### config.mk
export PLATFORM = sky130hd
export DESIGN_NAME = i2c_master_byte_engine_unit
export DESIGN_NICKNAME = d
export VERILOG_FILES = /design/src/design/i2cbe_pkg.sv /design/src/design/i2cbe_front.sv /design/src/design/i2cbe_back.sv /design/src/design/i2c_master_byte_engine_unit.sv
export SDC_FILE = /design/constraint.sdc
export NUM_CORES = 1
export LEC_CHECK = 0
export BUFFER_PORTS_ARGS = -buffer_cell sky130_fd_sc_hd__buf_4
export CAP_MARGIN = 10
export CORE_MARGIN = 10
export CORE_UTILIZATION = 55
export CTS_BUF_LIST = sky130_fd_sc_hd__clkbuf_16
export DETAILED_ROUTE_END_ITERATION = 12
export GPL_ROUTABILITY_DRIVEN = 0
export GPL_TIMING_DRIVEN = 0
export MAX_ROUTING_LAYER = met4
export PLACE_DENSITY = 0.77
export SLEW_MARGIN = 20
export SYNTH_ARGS = -nofsm -noshare
export SYNTH_HDL_FRONTEND = slang
export SYNTH_HIERARCHICAL = 1
export SYNTH_SLANG_ARGS = --single-unit
### constraint.sdc
create_clock -name clk -period 2.66 [get_ports clk]
set_input_delay 0.798 -clock clk [delete_from_list [all_inputs] [get_ports clk]]
set_output_delay 0.798 -clock clk [all_outputs]
set_load 0.02 [all_outputs]
### src/design/i2cbe_pkg.sv
// ----------------------------------------------------------------------------
// i2cbe_pkg
// Shared types and constants for the I2C master byte engine: command codes,
// engine phases, the tick queue entry and queue sizing.
// ----------------------------------------------------------------------------
package i2cbe_pkg;

  localparam int unsigned DLY_W     = 16;  // bus delay counter / register width
  localparam int unsigned BYTE_W    = 8;
  localparam int unsigned CNT_W     = 4;   // bit counter width
  localparam logic [CNT_W-1:0] BITS_PER_BYTE = 4'd8;
  localparam logic [DLY_W-1:0] TPD_RESET     = 16'd5;

  // tick queue between front and back
  localparam int unsigned QDEPTH = 4;
  localparam int unsigned QPTR_W = 2;
  localparam int unsigned QCNT_W = 3;

  // classified request
  typedef enum logic [2:0] {
    CMD_TICK  = 3'd0,
    CMD_START = 3'd1,
    CMD_STOP  = 3'd2,
    CMD_WRITE = 3'd3,
    CMD_READ  = 3'd4
  } cmd_t;

  // engine phases, one-hot
  typedef enum logic [15:0] {
    PH_IDLE         = 16'h0001,
    PH_ST_A         = 16'h0002,
    PH_ST_B         = 16'h0004,
    PH_ST_C         = 16'h0008,
    PH_ST_D         = 16'h0010,
    PH_SP_A         = 16'h0020,
    PH_SP_B         = 16'h0040,
    PH_SP_C         = 16'h0080,
    PH_TX_HIGH      = 16'h0100,
    PH_TX_LOW       = 16'h0200,
    PH_TX_ACK       = 16'h0400,
    PH_RX_RAISE     = 16'h0800,
    PH_RX_WAIT      = 16'h1000,
    PH_RX_HIGH      = 16'h2000,
    PH_RX_ACK_RAISE = 16'h4000,
    PH_RX_ACK_HIGH  = 16'h8000
  } phase_t;

  // one queued tick
  typedef struct packed {
    cmd_t              cmd;
    logic [BYTE_W-1:0] data_byte;
    logic              send_ack;
    logic              sda_in;
    logic              scl_in;
  } tick_t;

  // front -> back queue head
  typedef struct packed {
    logic  valid;
    tick_t item;
  } qhead_t;

endpackage

### src/design/i2cbe_front.sv
// ----------------------------------------------------------------------------
// i2cbe_front
// Accepts tick beats, classifies the request code and queues the tick for
// the engine. Stalls only when the queue is full.
// ----------------------------------------------------------------------------
module i2cbe_front (
  input  logic                         clk,
  input  logic                         rst_n,
  input  logic                         in_valid,
  output logic                         in_stall,
  input  logic [2:0]                   in_req_type,
  input  logic [i2cbe_pkg::BYTE_W-1:0] in_data_byte,
  input  logic                         in_send_ack,
  input  logic                         in_sda_in,
  input  logic                         in_scl_in,
  output i2cbe_pkg::qhead_t            q_head,
  input  logic                         q_pop
);

  i2cbe_pkg::tick_t                  q_mem_r [i2cbe_pkg::QDEPTH];
  logic [i2cbe_pkg::QPTR_W-1:0]      wr_ptr_r, wr_ptr_nxt;
  logic [i2cbe_pkg::QPTR_W-1:0]      rd_ptr_r, rd_ptr_nxt;
  logic [i2cbe_pkg::QCNT_W-1:0]      cnt_r, cnt_nxt;
  logic                              push;
  i2cbe_pkg::cmd_t                   cmd;
  i2cbe_pkg::tick_t                  new_item;

  // codes 5..7 mean nothing; run them as a plain tick
  always_comb begin
    unique case (in_req_type)
      3'd1:    cmd = i2cbe_pkg::CMD_START;
      3'd2:    cmd = i2cbe_pkg::CMD_STOP;
      3'd3:    cmd = i2cbe_pkg::CMD_WRITE;
      3'd4:    cmd = i2cbe_pkg::CMD_READ;
      default: cmd = i2cbe_pkg::CMD_TICK;
    endcase
  end

  assign new_item = '{cmd: cmd, data_byte: in_data_byte, send_ack: in_send_ack,
                      sda_in: in_sda_in, scl_in: in_scl_in};

  assign in_stall = (cnt_r == i2cbe_pkg::QCNT_W'(i2cbe_pkg::QDEPTH));
  assign push     = in_valid && !in_stall;

  assign q_head.valid = (cnt_r != '0);
  assign q_head.item  = q_mem_r[rd_ptr_r];

  always_comb begin
    wr_ptr_nxt = push  ? wr_ptr_r + 1'b1 : wr_ptr_r;
    rd_ptr_nxt = q_pop ? rd_ptr_r + 1'b1 : rd_ptr_r;
    cnt_nxt    = cnt_r;
    if (push && !q_pop) begin
      cnt_nxt = cnt_r + 1'b1;
    end else if (!push && q_pop) begin
      cnt_nxt = cnt_r - 1'b1;
    end
  end

  always_ff @(posedge clk) begin
    if (!rst_n) begin
      wr_ptr_r <= '0;
      rd_ptr_r <= '0;
      cnt_r    <= '0;
    end else begin
      wr_ptr_r <= wr_ptr_nxt;
      rd_ptr_r <= rd_ptr_nxt;
      cnt_r    <= cnt_nxt;
    end
  end

  always_ff @(posedge clk) begin
    if (push) begin
      q_mem_r[wr_ptr_r] <= new_item;
    end
  end

endmodule

### src/design/i2cbe_back.sv
// ----------------------------------------------------------------------------
// i2cbe_back
// Bus engine: pops one tick per cycle unless the output stalls, steps the
// start/stop/write/read phase sequences and holds the resulting pin and status beat.
// ----------------------------------------------------------------------------
module i2cbe_back (
  input  logic                         clk,
  input  logic                         rst_n,
  input  i2cbe_pkg::qhead_t            q_head,
  output logic                         q_pop,
  input  logic                         cfg_valid,
  output logic                         cfg_ready,
  input  logic [i2cbe_pkg::DLY_W-1:0]  cfg_data,
  output logic                         out_valid,
  input  logic                         out_stall,
  output logic                         out_scl_release,
  output logic                         out_sda_release,
  output logic                         out_busy_res,
  output logic                         out_done_res,
  output logic [i2cbe_pkg::BYTE_W-1:0] out_rx_byte,
  output logic                         out_ack_bit
);

  logic [i2cbe_pkg::DLY_W-1:0]  tpd_r;
  i2cbe_pkg::phase_t            phase_r, phase_nxt;
  logic [i2cbe_pkg::CNT_W-1:0]  bit_cnt_r, bit_cnt_nxt, bit_cnt_inc;
  logic [i2cbe_pkg::BYTE_W-1:0] shift_r, shift_nxt;
  logic [i2cbe_pkg::DLY_W-1:0]  dly_r, dly_nxt, dly_dec, dly_load;
  logic                         dly_end;
  logic                         scl_r, scl_nxt;
  logic                         sda_r, sda_nxt;
  logic [i2cbe_pkg::BYTE_W-1:0] rx_r, rx_nxt;
  logic                         ack_seen_r, ack_seen_nxt;
  logic                         ack_choice_r, ack_choice_nxt;
  logic                         done_r, done_nxt;
  logic                         out_valid_r, out_valid_nxt;
  i2cbe_pkg::tick_t             it;

  assign it        = q_head.item;
  assign cfg_ready = 1'b1;
  assign q_pop     = q_head.valid && (!out_valid_r || !out_stall);

  assign dly_dec     = (dly_r != '0) ? dly_r - 1'b1 : '0;
  assign dly_end     = (dly_dec == '0);
  assign dly_load    = (tpd_r == '0) ? i2cbe_pkg::DLY_W'(1) : tpd_r;
  assign bit_cnt_inc = bit_cnt_r + 1'b1;

  always_comb begin
    phase_nxt      = phase_r;
    bit_cnt_nxt    = bit_cnt_r;
    shift_nxt      = shift_r;
    dly_nxt        = dly_r;
    scl_nxt        = scl_r;
    sda_nxt        = sda_r;
    rx_nxt         = rx_r;
    ack_seen_nxt   = ack_seen_r;
    ack_choice_nxt = ack_choice_r;
    done_nxt       = 1'b0;
    unique case (phase_r)
      i2cbe_pkg::PH_IDLE: begin
        unique case (it.cmd)
          i2cbe_pkg::CMD_START: begin
            bit_cnt_nxt = '0;
            sda_nxt     = 1'b1;
            dly_nxt     = dly_load;
            phase_nxt   = i2cbe_pkg::PH_ST_A;
          end
          i2cbe_pkg::CMD_STOP: begin
            bit_cnt_nxt = '0;
            sda_nxt     = 1'b0;
            dly_nxt     = dly_load;
            phase_nxt   = i2cbe_pkg::PH_SP_A;
          end
          i2cbe_pkg::CMD_WRITE: begin
            bit_cnt_nxt = '0;
            shift_nxt   = it.data_byte;
            sda_nxt     = it.data_byte[i2cbe_pkg::BYTE_W-1];
            scl_nxt     = 1'b1;
            dly_nxt     = dly_load;
            phase_nxt   = i2cbe_pkg::PH_TX_HIGH;
          end
          i2cbe_pkg::CMD_READ: begin
            bit_cnt_nxt    = '0;
            shift_nxt      = '0;
            ack_choice_nxt = it.send_ack;
            sda_nxt        = 1'b1;
            scl_nxt        = 1'b1;
            phase_nxt      = i2cbe_pkg::PH_RX_WAIT;
          end
          default: begin
          end
        endcase
      end
      i2cbe_pkg::PH_ST_A: begin
        dly_nxt = dly_dec;
        if (dly_end) begin
          scl_nxt   = 1'b1;
          dly_nxt   = dly_load;
          phase_nxt = i2cbe_pkg::PH_ST_B;
        end
      end
      i2cbe_pkg::PH_ST_B: begin
        dly_nxt = dly_dec;
        if (dly_end) begin
          sda_nxt   = 1'b0;
          dly_nxt   = dly_load;
          phase_nxt = i2cbe_pkg::PH_ST_C;
        end
      end
      i2cbe_pkg::PH_ST_C: begin
        dly_nxt = dly_dec;
        if (dly_end) begin
          scl_nxt   = 1'b0;
          dly_nxt   = dly_load;
          phase_nxt = i2cbe_pkg::PH_ST_D;
        end
      end
      i2cbe_pkg::PH_ST_D: begin
        dly_nxt = dly_dec;
        if (dly_end) begin
          done_nxt  = 1'b1;
          phase_nxt = i2cbe_pkg::PH_IDLE;
        end
      end
      i2cbe_pkg::PH_SP_A: begin
        dly_nxt = dly_dec;
        if (dly_end) begin
          scl_nxt   = 1'b1;
          dly_nxt   = dly_load;
          phase_nxt = i2cbe_pkg::PH_SP_B;
        end
      end
      i2cbe_pkg::PH_SP_B: begin
        dly_nxt = dly_dec;
        if (dly_end) begin
          sda_nxt   = 1'b1;
          dly_nxt   = dly_load;
          phase_nxt = i2cbe_pkg::PH_SP_C;
        end
      end
      i2cbe_pkg::PH_SP_C: begin
        dly_nxt = dly_dec;
        if (dly_end) begin
          done_nxt  = 1'b1;
          phase_nxt = i2cbe_pkg::PH_IDLE;
        end
      end
      i2cbe_pkg::PH_TX_HIGH: begin
        dly_nxt = dly_dec;
        if (dly_end) begin
          shift_nxt = {shift_r[i2cbe_pkg::BYTE_W-2:0], 1'b0};
          scl_nxt   = 1'b0;
          dly_nxt   = dly_load;
          phase_nxt = i2cbe_pkg::PH_TX_LOW;
        end
      end
      i2cbe_pkg::PH_TX_LOW: begin
        dly_nxt = dly_dec;
        if (dly_end) begin
          bit_cnt_nxt = bit_cnt_inc;
          scl_nxt     = 1'b1;
          dly_nxt     = dly_load;
          if (bit_cnt_inc < i2cbe_pkg::BITS_PER_BYTE) begin
            sda_nxt   = shift_r[i2cbe_pkg::BYTE_W-1];
            phase_nxt = i2cbe_pkg::PH_TX_HIGH;
          end else begin
            sda_nxt   = 1'b1;   // release for the slave's ack
            phase_nxt = i2cbe_pkg::PH_TX_ACK;
          end
        end
      end
      i2cbe_pkg::PH_TX_ACK: begin
        dly_nxt = dly_dec;
        if (dly_end) begin
          ack_seen_nxt = it.sda_in;
          scl_nxt      = 1'b0;
          done_nxt     = 1'b1;
          phase_nxt    = i2cbe_pkg::PH_IDLE;
        end
      end
      i2cbe_pkg::PH_RX_RAISE: begin
        scl_nxt   = 1'b1;
        phase_nxt = i2cbe_pkg::PH_RX_WAIT;
      end
      i2cbe_pkg::PH_RX_WAIT: begin
        if (it.scl_in) begin
          dly_nxt   = dly_load;
          phase_nxt = i2cbe_pkg::PH_RX_HIGH;
        end
      end
      i2cbe_pkg::PH_RX_HIGH: begin
        dly_nxt = dly_dec;
        if (dly_end) begin
          shift_nxt   = {shift_r[i2cbe_pkg::BYTE_W-2:0], it.sda_in};
          bit_cnt_nxt = bit_cnt_inc;
          scl_nxt     = 1'b0;
          phase_nxt   = (bit_cnt_inc < i2cbe_pkg::BITS_PER_BYTE) ?
                        i2cbe_pkg::PH_RX_RAISE : i2cbe_pkg::PH_RX_ACK_RAISE;
        end
      end
      i2cbe_pkg::PH_RX_ACK_RAISE: begin
        sda_nxt   = !ack_choice_r;
        scl_nxt   = 1'b1;
        dly_nxt   = dly_load;
        phase_nxt = i2cbe_pkg::PH_RX_ACK_HIGH;
      end
      i2cbe_pkg::PH_RX_ACK_HIGH: begin
        dly_nxt = dly_dec;
        if (dly_end) begin
          scl_nxt   = 1'b0;
          sda_nxt   = 1'b1;
          rx_nxt    = shift_r;
          done_nxt  = 1'b1;
          phase_nxt = i2cbe_pkg::PH_IDLE;
        end
      end
      default: begin
        phase_nxt = i2cbe_pkg::PH_IDLE;
      end
    endcase
  end

  // output beat held while stalled; refilled on every pop
  always_comb begin
    if (q_pop) begin
      out_valid_nxt = 1'b1;
    end else if (out_stall) begin
      out_valid_nxt = out_valid_r;
    end else begin
      out_valid_nxt = 1'b0;
    end
  end

  always_ff @(posedge clk) begin
    if (!rst_n) begin
      tpd_r        <= i2cbe_pkg::TPD_RESET;
      phase_r      <= i2cbe_pkg::PH_IDLE;
      bit_cnt_r    <= '0;
      shift_r      <= '0;
      dly_r        <= '0;
      scl_r        <= 1'b1;
      sda_r        <= 1'b1;
      rx_r         <= '0;
      ack_seen_r   <= 1'b1;
      ack_choice_r <= 1'b0;
      done_r       <= 1'b0;
      out_valid_r  <= 1'b0;
    end else begin
      out_valid_r <= out_valid_nxt;
      if (cfg_valid && cfg_ready) begin
        tpd_r <= cfg_data;
      end
      if (q_pop) begin
        phase_r      <= phase_nxt;
        bit_cnt_r    <= bit_cnt_nxt;
        shift_r      <= shift_nxt;
        dly_r        <= dly_nxt;
        scl_r        <= scl_nxt;
        sda_r        <= sda_nxt;
        rx_r         <= rx_nxt;
        ack_seen_r   <= ack_seen_nxt;
        ack_choice_r <= ack_choice_nxt;
        done_r       <= done_nxt;
      end
    end
  end

  assign out_valid       = out_valid_r;
  assign out_scl_release = scl_r;
  assign out_sda_release = sda_r;
  assign out_busy_res    = (phase_r != i2cbe_pkg::PH_IDLE);
  assign out_done_res    = done_r;
  assign out_rx_byte     = rx_r;
  assign out_ack_bit     = ack_seen_r;

endmodule

### src/design/i2c_master_byte_engine_unit.sv
// ----------------------------------------------------------------------------
// i2c_master_byte_engine_unit
// Open-drain I2C master engine: start, stop, byte write and byte read with
// ack/nack, paced by a tick stream.
// ----------------------------------------------------------------------------
// Each input beat is one bus timing tick: it carries the sampled SDA and SCL
// levels and, while the engine is idle, an optional command (1 start, 2 stop,
// 3 write byte, 4 read byte; 0 and unused codes are plain ticks). Commands
// arriving while busy, or on the tick a command finishes, are dropped. Every
// input beat yields exactly one output beat with the pin release states, busy,
// a one-tick done pulse, the last received byte and the last write's ack bit.
// Bus delays last cfg_data ticks (written through the cfg port, reset value
// 5, zero behaves as one); write it only while the engine is idle.
// Throughput is one tick per clock while the output is not stalled: the front
// stage queues ticks in a 4-entry queue and the engine retires one queued
// tick per cycle, so the sustained rate is set by the phase update in the
// engine. Each accepted tick is queued, then registered into its output beat
// when popped; in_stall rises only when the queue is full.
// ----------------------------------------------------------------------------
module i2c_master_byte_engine_unit (
  input  logic                         clk,
  input  logic                         rst_n,
  // tick beats in
  input  logic                         in_valid,
  output logic                         in_stall,
  input  logic [2:0]                   in_req_type,
  input  logic [i2cbe_pkg::BYTE_W-1:0] in_data_byte,
  input  logic                         in_send_ack,
  input  logic                         in_sda_in,
  input  logic                         in_scl_in,
  // ticks_per_delay register
  input  logic                         cfg_valid,
  output logic                         cfg_ready,
  input  logic [i2cbe_pkg::DLY_W-1:0]  cfg_data,
  // result beats out
  output logic                         out_valid,
  input  logic                         out_stall,
  output logic                         out_scl_release,
  output logic                         out_sda_release,
  output logic                         out_busy_res,
  output logic                         out_done_res,
  output logic [i2cbe_pkg::BYTE_W-1:0] out_rx_byte,
  output logic                         out_ack_bit
);

  i2cbe_pkg::qhead_t q_head;
  logic              q_pop;

  // front: classify and queue
  i2cbe_front u_front (
    .clk          (clk),
    .rst_n        (rst_n),
    .in_valid     (in_valid),
    .in_stall     (in_stall),
    .in_req_type  (in_req_type),
    .in_data_byte (in_data_byte),
    .in_send_ack  (in_send_ack),
    .in_sda_in    (in_sda_in),
    .in_scl_in    (in_scl_in),
    .q_head       (q_head),
    .q_pop        (q_pop)
  );

  // back: phase engine plus held output beat
  i2cbe_back u_back (
    .clk             (clk),
    .rst_n           (rst_n),
    .q_head          (q_head),
    .q_pop           (q_pop),
    .cfg_valid       (cfg_valid),
    .cfg_ready       (cfg_ready),
    .cfg_data        (cfg_data),
    .out_valid       (out_valid),
    .out_stall       (out_stall),
    .out_scl_release (out_scl_release),
    .out_sda_release (out_sda_release),
    .out_busy_res    (out_busy_res),
    .out_done_res    (out_done_res),
    .out_rx_byte     (out_rx_byte),
    .out_ack_bit     (out_ack_bit)
  );

endmodule

Word level (Yosys, flattened, before mapping) --
Memory sizes are Yosys's and may differ from the RTL's. A register that Yosys moved wholly into a read port is not among the register bits. Index checks and enable logic that the tools add are counted.
Cells by class: $add $sub $neg 6, $mul 0, div/mod/pow operators 0, magnitude comparators 1, eq/ne operators 47, shift-type cells 0, multiplexer cells 46, bitwise gates (word level) 0, reductions and logical operators 42
Operators by type and width (number):
- 16-bit 2-to-1 mux | 15
- 16-bit one-hot mux with 13 select lines | 1
- 16-bit one-hot mux with 5 select lines | 1
- 16-bit one-hot mux with 4 select lines | 1
- 16-bit zero test | 2
- 2-bit by 1-bit != test with 1-bit output, second input constant | 15
- 8-bit one-hot mux with 3 select lines | 1
- 16-bit by 1-bit == test with 1-bit output, second input constant | 1
- 16-bit by 10-bit == test with 1-bit output, second input constant | 1
- 16-bit by 11-bit == test with 1-bit output, second input constant | 1
- 16-bit by 12-bit == test with 1-bit output, second input constant | 1
- 16-bit by 13-bit == test with 1-bit output, second input constant | 1
- 16-bit by 14-bit == test with 1-bit output, second input constant | 1
- 16-bit by 15-bit == test with 1-bit output, second input constant | 1
- 16-bit == test, second input constant | 1
- 16-bit by 2-bit == test with 1-bit output, second input constant | 1
- 16-bit by 3-bit == test with 1-bit output, second input constant | 1
- 16-bit by 4-bit == test with 1-bit output, second input constant | 1
- 16-bit by 5-bit == test with 1-bit output, second input constant | 1
- 16-bit by 6-bit == test with 1-bit output, second input constant | 1
- 16-bit by 7-bit == test with 1-bit output, second input constant | 1
- 16-bit by 8-bit == test with 1-bit output, second input constant | 1
- 16-bit by 9-bit == test with 1-bit output, second input constant | 1
- 8-bit 2-to-1 mux | 2
- other kinds (44) | 88
Word-level totals: register bits 81, bits in latches 0, bits in writable memories 56, bits in read-only memories 0, output and inout bits 16, memories kept 1
Memory list:
- u_front.q_mem_r | depth 4, width 14, read ports 1, clocked after Yosys merged registers in 1, wr ports 1, RTL line i2cbe_front.sv:20 | i2cbe_pkg::tick_t q_mem_r [i2cbe_pkg::QDEPTH];

Depth between registers and ports, before layout --
Gate-level depths: netlist of run 1.
depth in word-level cells 7, mapped depth 11

Cells and area by module --
The synthesis of run 1 kept the hierarchy.
Modules (own cells, without submodules):
- i2cbe_back | instances 1, cells each 592, area each 4798.4 µm², seq. area each 1481.4 µm²
- i2cbe_front | instances 1, cells each 124, area each 2538.7 µm², seq. area each 1861.8 µm²

Least setup slack after synthesis of run 1 --
No wires, ideal clock.
kind reg2reg, start register u_back/dly_r[0] (netlist name), end register u_back.phase_r[11], library setup time 0.070 ns, arrival time 2.694 ns, data required time 2.590 ns, slack -0.105 ns, cell stages (with the launch flop) 10, cell sequence dfxtp_1 inv_1 ha_1 or3b_1 buf_2 nor4b_2 mux2_4 a21o_2 or4_1 a21oi_1
Between the ends: word-level cells in the longest chain between the ends 5, elaborated cells between the ends (all ways) 14, those cells by class 1 x add/sub; 9 x eq/ne; 1 x mux; 3 x reduce/logical
RTL lines:
- from (decl) | RTL line i2cbe_back.sv:28 | logic [i2cbe_pkg::DLY_W-1:0] dly_r, dly_nxt, dly_dec, dly_load;
- from (signal assigned) | RTL line i2cbe_back.sv:257 | dly_r <= dly_nxt;
- 16-bit by 1-bit subtractor with 16-bit output / 16-bit nonzero test (equally long branches) | RTL line i2cbe_back.sv:43 | assign dly_dec = (dly_r != '0) ? dly_r - 1'b1 : '0;
- 16-bit 2-to-1 mux (*) | RTL line i2cbe_back.sv:43
- 16-bit zero test (*) | RTL line i2cbe_back.sv:44 | assign dly_end = (dly_dec == '0);
- 2-bit by 1-bit != test with 1-bit output (no source line)
- 12-bit AND reduction (no source line) (*)
- to (signal assigned) | RTL line i2cbe_back.sv:237 | phase_r <= i2cbe_pkg::PH_IDLE;
- to (signal assigned) | RTL line i2cbe_back.sv:254 | phase_r <= phase_nxt;
- to (decl) | RTL line i2cbe_back.sv:25 | i2cbe_pkg::phase_t phase_r, phase_nxt;
Mark *: on every way between the ends. The rest lies on a longest branch, timed or not. A chain may end at the register's enable or synchronous reset.

Worst setup path in the final report of run 1 --
start register u_back/dly_r[0] (netlist name), end register u_back.phase_r[5]
Same word-level chain as after synthesis.

==> flow_summary.yaml, run 1 <==
clock_network:
  cts_root_buffer: "sky130_fd_sc_hd__clkbuf_16"
  htree_num_levels: 4
  cts_inserted_buffers: 17
  clk_latency_ns: 0.42
  clk_pin_slew_ns: 0.06
  cts_tree: "done"
  max-clock-path-buffers: 2
  clock_sinks: 139
layout:
  final-seq-area_um2: 3370
  instances_no_fill: 1023
  area_growth_syn_to_layout_pct: 31.9
  layout.core_utilization_pct: 73.6
  finalNetCount: 878
  post_route_cells_drive_above_1_share_pct: 35.7
  multi_input_area_um2: 4270
  filler_cell_count: 843
  antenna_cells: 0
synthesis:
  synth_common_cells: "sky130_fd_sc_hd__dfxtp_1 (83), sky130_fd_sc_hd__edfxtp_1 (56), sky130_fd_sc_hd__o21ai_0 (51)"
  ys_dominant_reg_cell: "sky130_fd_sc_hd__dfxtp_1"
  synth_top_cell_area_share_pct: 22.9
  post_synth_arst_share_pct: 0
  synth-warning-count: 6
  yosys.cell_count.top_type: "sky130_fd_sc_hd__dfxtp_1"
  synth-seq-cells: 139
  mean_post_synth_cell_area_um2: 10.2
  synth_area_um2: 7340
  synth_seq_area_share_pct: 45.6
  synth_top_area_cell: "sky130_fd_sc_hd__edfxtp_1"
  synth_cell_type_count: 83
  synth.area.top_cells: "sky130_fd_sc_hd__edfxtp_1 (23%), sky130_fd_sc_hd__dfxtp_1 (23%), sky130_fd_sc_hd__mux2i_1 (4.2%)"
  number_of_enable_flip_flop_cells_after_synthesis: 56
  synth_fp_nets: 760
  synthCells: 716
timing:
  setup-violations-final: 42
  tightestPinTransition_ns: 0.873
  final.setup.tns_ns: -2.79
  rsz0062_at_grt: "true"
  min_period_over_period_pct: 106
  timing_hold_violations_final: 0
  max_slew_margin_pct: 41.5
  fin_crit_ns: 2.83
  final_slew_viol_count: 0
  setup_ws_ns: -0.169
  timing.clock.skew_ns: 0.00755
  achievable-frequency_ghz: 0.354
placement:
  placedCellCount: 940
  hpwlAfterDp_um: 13500
  io_buffer_count: 48
worst_setup_path:
  cp_cell_sequence: "inv_4 -> ha_4 -> or3b_4 -> nor4b_4 -> mux2_4 -> a21o_4 -> or4_4 -> a21oi_2"
  bufs_and_invs_on_worst_path: 1
  crit_fanout: 6
  start_kind: "flip-flop"
  worstPathArrival_ns: 3.17
  critPathTopFamily: "simple AND/OR/NAND/NOR gates"
  crit_path_top_delay_cell: "sky130_fd_sc_hd__or4_4"
  cp-end-kind: "flip-flop"
  crit_type: "flip-flop to flip-flop"
  critPathMaxStageDelay_ns: 0.55
  worst-endpoint-required_ns: 3.00
flow_run:
  drv_cap: 0
global_route:
  first_global_vias: 6399
  grt_antenna_before_repair: 0
  first_pass_grt_wire_length_um: 32600
  globalRouteOverflowTotal: 0
  grt_use_total_pct: 22.9
  grt_max_degree: 17
run_status:
  run_status: "finished with violations"
  violated_checks: "negative setup slack"
pwr:
  worst_ir_drop_vdd_v: 0.000710
  leakagePower_nw: 3.59
  cellPowerDensity_nw_per_um2: 1310
detailed_routing:
  detail_route.iter0.violations: 979
  route.final.wire_length_um: 23200
  post_drt_via_cell_ratio: 6.77
  vias: 6923
  drt-pass1-iter-count: 8
  avgRoutedWirePerCell_um: 22.7
  drc_errors: 0
  ant_nets: 0
floorplan:
  floorplan.die.height_um: 136
  initial_core_util_pct: 55.8
  standard_cell_row_count: 42
  die-width_um: 136
  floorplan.core_area_um2: 13100
  design.die.area_um2: 18400
  floorplan.io_pins: 51
min_path:
  hold_path.class: "flip-flop to flip-flop"
==> cells in the final DEF (no fill, tap or decap), drive strengths merged, types with 4 or more instances in the layout <==
master   synthesis  routed
a2111oi          4       4
a21boi           4       4
a21oi           36      36
a31oi           16      16
a41oi           10      10
and2            19      19
and3             5       5
buf             30     134
clkbuf          22      33
clkinv           0       6
dfxtp           83      83
edfxtp          56      56
ha               8       8
inv             20      27
mux2i           31      31
mux4            14      14
nand2           44      44
nand2b           6       6
nand3           43      43
nand4           12      12
nand4b           4       4
nor2            43      43
nor2b            7       7
nor3            20      20
nor3b            6       6
nor4            15      15
nor4b           10      10
o211ai           8       8
o21ai           54      54
o31ai            6       6
o41ai            4       4
or3             10      10
or4              8       8
xnor2            9       9
xor2             8       8
==> where the power goes <==
part / internal (W) / switching (W) / leakage, nW
Clock: 0.00136 / 0.000900 / 0.296
Sequential: 0.00256 / 0.000342 / 1.20
Combinational: 0.00321 / 0.00432 / 2.10
Total: 0.00713 / 0.00556 / 3.59
==> sequential cells by signal, summed over array words and instances, names as in the netlist, named ones only <==
signal	cells
u_front/rd_ptr_r	2
u_front/cnt_r	3
u_front/wr_ptr_r	2
u_front/q_mem_r	56
u_back/bit_cnt_r	4
u_back/ack_choice_r	1
u_back/out_valid	1
u_back/out_rx_byte	8
u_back/tpd_r	16
u_back/phase_r	16
u_back/out_sda_release	1
u_back/out_done_res	1
u_back/out_ack_bit	1
u_back/out_scl_release	1
u_back/dly_r	16
u_back/shift_r	8
==> path summary, 6_finish.rpt <==
path	depth (start not counted)	start	slack, ns	to
max	8	u_back/dly_r[0]	-0.17	u_back/phase_r[5]
min	2	u_back/shift_r[5]	0.48	u_back/shift_r[5]
max reg2reg	8	u_back/dly_r[0]	-0.17	u_back/phase_r[5]
min reg2reg	2	u_back/shift_r[5]	0.48	u_back/shift_r[5]
==> kinds of logic (layout without fill, tap and decap cells) <==
group,count (synthesis),count (layout),share of synthesized area [%]
compound gates,169,169,15.1
xor+xnor,17,17,2.03
fa+ha+maj,9,9,1.64
buf+inv,72,202,5.03
flops,139,139,45.6
mux,47,48,9.09
other cells,1,1,0.0511
simple gates,262,262,21.5
==> metrics by stage <==
| step | worst slack (ns) | total power (W) | hold WS (ns) | cell area (µm²) |
|---|---|---|---|---|
| floorplan | 0.00679 | 0.00635 | 0.443 | 7360 |
| detailed placement | -0.617 | 0.00751 | 0.475 | 7940 |
| finish | -0.169 | 0.0127 | 0.484 | 9680 |
| global placement | -0.590 | 0.00738 | 0.454 | 7940 |
| CTS | -0.0788 | 0.0109 | 0.483 | 8980 |
| global route | -0.212 | 0.0132 | 0.505 | 9680 |
==> worst register-to-register path, delay by kind of cell (launching register included) <==
family                     cells  cell delay [ns]
muxes                          1             0.40
DFF                            1             0.37
AOI/OAI and AO/OA              2             0.39
adders and majority gates      1             0.15
buffers and inverters          1             0.07
and+or+nand+nor                3             1.37
==> metal layers <==
metal	track usage, %	wire [µm]	vias to the layer above
li1	-	-	2959
met1	25.8	8580	3275
met2	37.8	11400	521
met3	4.60	1990	168
met4	11.7	1230	0
met5	-	0	-
==> timing repair <==
item / in CTS / in global routing
hold buffers: 0 / 0
pin swaps: 18 / 51
resized for setup: 76 / 146
setup endpoints to repair: 57 / 58
buffers inserted: 23 / 27
cloned: 1 / 6
endpoints found under the hold margin: 0 / 0
==> layout make-up <==
type	instances	area share [%]
Tap cell	176	2.28
Timing Repair Buffer	104	8.53
Sequential cell	139	34.8
Clock inverter	15	1.38
Multi-Input combinational cell	506	44.1
Inverter	20	0.828
Clock buffer	17	4.40
Buffer	46	3.67
No activity file was read; power rests on OpenSTA's default activity.
==> run 2: changes to the inputs <==
Settings changed: PLACE_DENSITY 0.77 to 0.78, RECOVER_POWER set to 100.
==> flow_summary.yaml, run 2 (synthesis gave the netlist of run 1 again) <==
clock_network:
  htree_num_levels: 4
  clk_pin_slew_ns: 0.06
  holdBufCountCts: 0
  max-clock-path-buffers: 2
  cts_root_buffer: "sky130_fd_sc_hd__clkbuf_16"
  clk_latency_ns: 0.43
  cts_tree: "done"
  clock_sinks: 139
  cts_inserted_buffers: 17
detailed_routing:
  drc_errors: 0
  detail_route.iter0.violations: 925
  routed-wl-met2_um: 11100
  total_met3_wirelength_after_detailed_routing_um: 1780
  vias: 6711
  top_layer: "met4"
  ant_nets: 0
  wl_met1_um: 8190
  drt-pass1-iter-count: 6
  avgRoutedWirePerCell_um: 21.7
  post_drt_via_cell_ratio: 6.61
  route.final.wire_length_um: 22000
layout:
  finalNetCount: 870
  commonest_cells_after_routing_fill_and_taps_aside: "sky130_fd_sc_hd__dfxtp_1 (77), sky130_fd_sc_hd__buf_4 (73), sky130_fd_sc_hd__edfxtp_1 (56)"
  largest_register_ffs: 56
  top_register: "u_front/q_mem_r"
  antenna_cells: 0
  post_route_cells_drive_above_1_share_pct: 28.8
  area_growth_syn_to_layout_pct: 27.9
  fin_area_um2: 9390
  final_common_cell: "sky130_fd_sc_hd__dfxtp_1"
  layout.core_utilization_pct: 71.4
global_route:
  first_global_vias: 6345
  grt_use_total_pct: 22.4
  first_pass_grt_wire_length_um: 31800
  grt_max_degree: 17
  globalRouteOverflowTotal: 0
  grt_antenna_before_repair: 0
timing:
  setup_ws_ns: -0.161
  hold_ws_ns: 0.477
  setup-violations-final: 29
  rsz0062_at_grt: "true"
  min_period_over_period_pct: 106
  timing.clock.skew_ns: 0.00835
  final.setup.tns_ns: -1.30
  max_slew_margin_pct: 28.2
  final_slew_viol_count: 0
  achievable-frequency_ghz: 0.354
  timing_hold_violations_final: 0
  tightestPinTransition_ns: 1.08
  fin_crit_ns: 2.82
worst_setup_path:
  start_kind: "flip-flop"
  cp-end-kind: "flip-flop"
  crit_fanout: 7
  end_of_the_worst_register_to_register_path: "u_back/dly_r[7]"
  r2r_start: "u_back/phase_r[0]"
  crit_type: "flip-flop to flip-flop"
  worst-endpoint-required_ns: 2.99
  regToRegSetupSlack_ns: -0.16
  setup.worst_path.start: "u_back/phase_r[0]"
  setup_crit_end: "u_back/dly_r[7]"
  worst_r2r_path_depth: 9
  worstPathArrival_ns: 3.15
run_status:
  run_status: "finished with violations"
  violated_checks: "negative setup slack"
floorplan:
  floorplan.io_pins: 51
  design.die.area_um2: 18400
  die-width_um: 136
  standard_cell_row_count: 42
  initial_core_util_pct: 55.8
  floorplan.die.height_um: 136
  floorplan.core_area_um2: 13100
placement:
  dpl-instance-area_um2: 7940
  io_buffer_count: 48
  hpwlAfterDp_um: 13700
  dpl_worst_slack_ns: -0.620
flow_run:
  drv_cap: 0
pwr:
  cellPowerDensity_nw_per_um2: 1300
  worst_ir_drop_vdd_v: 0.000628
  leakagePower_nw: 3.41
min_path:
  hold_path.class: "flip-flop to flip-flop"
[run 2: cell count changes in the layout (fill, tap and decap cells not counted), sizes merged]
cell           previous run  this run
buf                     134        95
clkdlybuf4s15             0         2
mux2                      3         2
clkinv                    6         4
inv                      27        26
clkinvlp                  0         1
clkbuf                   33        65
[run 2: critical path, stage by stage (launching register included)]
cell and delay [ns]:
sky130_fd_sc_hd__dfxtp_4 0.37, sky130_fd_sc_hd__or4_4 0.53, sky130_fd_sc_hd__buf_6 0.16, sky130_fd_sc_hd__nor4_4 0.42
sky130_fd_sc_hd__nand3_2 0.21, sky130_fd_sc_hd__o211ai_4 0.27, sky130_fd_sc_hd__a21oi_2 0.07, sky130_fd_sc_hd__clkdlybuf4s15_2 0.29
sky130_fd_sc_hd__nand2b_1 0.18, sky130_fd_sc_hd__a31oi_1 0.23
[run 2: area by class of cell]
| type | instances | area [µm²] |
|---|---|---|
| fill | 882 | 3750 |
| multi-input combinational | 505 | 4150 |
| clock inverter | 13 | 123 |
| tap | 176 | 220 |
| buffer | 46 | 330 |
| inverter | 20 | 80.1 |
| clock buffer | 19 | 475 |
| sequential | 139 | 3360 |
| timing repair buffer | 97 | 649 |
[run 2: stage by stage]
step,total power [W],cells
3_5_place_dp,0.00751,940
6_report,0.0122,1015
2_1_floorplan,0.00635,716
3_3_place_gp,0.00736,940
5_1_grt,0.0127,1015
4_1_cts,0.0107,989
[run 2: power by group]
part | internal, W | switching [W]
clock network | 0.00148 | 0.000908
registers | 0.00256 | 0.000367
logic | 0.00293 | 0.00400
[run 2: layer usage]
layer / GRT usage (%) / vias to the layer above
met5: - / -
met4: 9.69 / 0
met2: 37.4 / 440
met3: 4.67 / 110
li1: - / 2952
met1: 25.6 / 3209
[run 2: what timing repair did]
item,CTS,global route
setup endpoints to repair,58,58
setup buffers,20,24
resized for setup,60,106
pin swaps,19,32
cloned,0,5
[run 2: worst min path at each step]
stage	start	to	slack, ns	cells after the start
2_1_floorplan	u_back/tpd_r[0]	u_back/tpd_r[0]	0.44	2
3_3_place_gp	u_back/bit_cnt_r[3]	u_back/bit_cnt_r[3]	0.46	2
3_5_place_dp	u_back/bit_cnt_r[2]	u_back/bit_cnt_r[2]	0.47	2
4_1_cts	u_back/bit_cnt_r[2]	u_back/bit_cnt_r[2]	0.48	2
5_1_grt	u_back/out_done_res	u_back/out_done_res	0.50	2
6_report	u_back/bit_cnt_r[3]	u_back/bit_cnt_r[3]	0.48	2
==> run 3: changes to the inputs <==
Settings changed: CORE_UTILIZATION 55 to 57, CTS_BUF_LIST sky130_fd_sc_hd__clkbuf_16 to sky130_fd_sc_hd__clkbuf_8, PLACE_DENSITY 0.78 to 0.8, SKIP_LAST_GASP set to 1.
==> flow_summary.yaml, run 3 (synthesis gave the netlist of run 1 again) <==
global_route:
  grt_antenna_before_repair: 0
  grt_max_degree: 17
  grt_use_total_pct: 22.5
  first_global_vias: 6291
  globalRouteOverflowTotal: 0
  first_pass_grt_wire_length_um: 31700
worst_setup_path:
  crit_type: "flip-flop to flip-flop"
  crit_fanout: 8
  cp-end-kind: "flip-flop"
  worstPathArrival_ns: 3.33
  start_kind: "flip-flop"
  r2r_start: "u_back/dly_r[12]"
  worst_r2r_path_depth: 8
  worst-endpoint-required_ns: 3.05
  end_of_the_worst_register_to_register_path: "u_back/phase_r[11]"
  regToRegSetupSlack_ns: -0.28
clock_network:
  clk_pin_slew_ns: 0.08
  cts_root_buffer: "sky130_fd_sc_hd__clkbuf_8"
  max-clock-path-buffers: 2
  clock_sinks: 139
  holdBufCountCts: 0
  htree_num_levels: 4
  cts_tree: "done"
  cts_inserted_buffers: 17
  clk_latency_ns: 0.46
run_status:
  run_status: "finished with violations"
  violated_checks: "negative setup slack"
timing:
  setup_ws_ns: -0.278
  hold_ws_ns: 0.482
  tightestPinTransition_ns: 1.07
  max_slew_margin_pct: 28.8
  achievable-frequency_ghz: 0.340
  final_slew_viol_count: 0
  setup-violations-final: 36
  final.setup.tns_ns: -4.37
  rsz0062_at_grt: "true"
  min_period_over_period_pct: 110
  timing.clock.skew_ns: 0.00972
  fin_crit_ns: 2.94
  timing_hold_violations_final: 0
detailed_routing:
  avgRoutedWirePerCell_um: 21.4
  total_met3_wirelength_after_detailed_routing_um: 1760
  detail_route.iter0.violations: 952
  wl_met1_um: 8100
  drt-pass1-iter-count: 10
  drc_errors: 0
  route.final.wire_length_um: 21400
  top_layer: "met4"
  post_drt_via_cell_ratio: 6.61
  ant_nets: 0
  routed-wl-met2_um: 10600
  vias: 6608
layout:
  final_common_cell: "sky130_fd_sc_hd__dfxtp_1"
  filler_cell_count: 880
  instances_no_fill: 1000
  multi_input_area_um2: 4150
  commonest_cells_after_routing_fill_and_taps_aside: "sky130_fd_sc_hd__dfxtp_1 (74), sky130_fd_sc_hd__buf_4 (59), sky130_fd_sc_hd__edfxtp_1 (56)"
  top_register: "u_front/q_mem_r"
  antenna_cells: 0
  post_route_cells_drive_above_1_share_pct: 29.8
  fin_area_um2: 9080
  final-seq-area_um2: 3360
  area_growth_syn_to_layout_pct: 23.7
  largest_register_ffs: 56
  finalNetCount: 859
floorplan:
  floorplan.die.height_um: 133
  die-width_um: 133
  floorplan.io_pins: 51
  standard_cell_row_count: 41
  initial_core_util_pct: 58.1
  design.die.area_um2: 17800
  floorplan.core_area_um2: 12600
pwr:
  cellPowerDensity_nw_per_um2: 1230
  worst_ir_drop_vdd_v: 0.000627
  leakagePower_nw: 3.20
placement:
  placedCellCount: 936
  dpl-instance-area_um2: 7940
  hpwlAfterDp_um: 13600
  io_buffer_count: 48
  dpl_worst_slack_ns: -0.645
flow_run:
  drv_cap: 0
min_path:
  hold_path.class: "flip-flop to flip-flop"
  worstHoldPathCells: 2
  min_delay_worst_endpoint: "u_back/out_rx_byte[3]"
  timing.hold.worst.start: "u_back/out_rx_byte[3]"
run 3: stage by stage:
step	total power, W	utilization [%]
2_1_floorplan	0.00635	-
3_3_place_gp	0.00735	62.9
3_5_place_dp	0.00750	62.9
4_1_cts	0.00985	68.5
5_1_grt	0.0116	71.9
6_report	0.0112	71.9
run 3: metal layers:
layer	global-route usage, %	up-vias
met5	-	-
met4	9.61	0
met3	4.92	112
met2	36.8	422
met1	26.3	3155
li1	-	2919
run 3: worst max-delay path: stages, from the launching register on:
cell                       delay, ns
sky130_fd_sc_hd__dfxtp_1        0.30
sky130_fd_sc_hd__clkbuf_1       0.22
sky130_fd_sc_hd__nor3_1         0.50
sky130_fd_sc_hd__nand4_1        0.26
sky130_fd_sc_hd__or3_1          0.39
sky130_fd_sc_hd__clkbuf_1       0.24
sky130_fd_sc_hd__o211a_4        0.24
sky130_fd_sc_hd__or4_4          0.54
sky130_fd_sc_hd__a21oi_2        0.16
run 3: timing repair:
action / in CTS / in global routing
endpoints found under the setup margin: 57 / 58
setup buffers: 17 / 18
pin swaps: 17 / 35
gates cloned: 1 / 2
resized for setup: 64 / 113
endpoints found under the hold margin: 0 / 0
run 3: final cells by class:
cell class,count,share of cell area [%]
sequential,139,37.0
clock inverter,15,1.63
clock buffer,17,2.58
tap,172,2.37
timing repair buffer,86,6.18
inverter,20,0.896
buffer,46,3.57
multi-input combinational,505,45.8
run 3: where the power goes:
part	total [W]	switching (W)	leakage (nW)	internal (W)
registers	0.00289	0.000328	1.20	0.00256
clock network	0.00167	0.000840	0.185	0.000827
logic	0.00660	0.00387	1.81	0.00273
total	0.0112	0.00504	3.20	0.00612
run 3: worst max-delay path by stage:
stage | from | endpoint | cells after the start
after floorplan | u_back/dly_r[0] | u_back/phase_r[11] | 9
after global routing | u_back/dly_r[12] | u_back/phase_r[11] | 8
after global placement | u_back/dly_r[0] | u_back/dly_r[6] | 11
final | u_back/dly_r[12] | u_back/phase_r[11] | 8
after CTS | u_back/dly_r[0] | u_back/phase_r[11] | 10
after detailed placement | u_back/dly_r[0] | u_back/dly_r[3] | 11
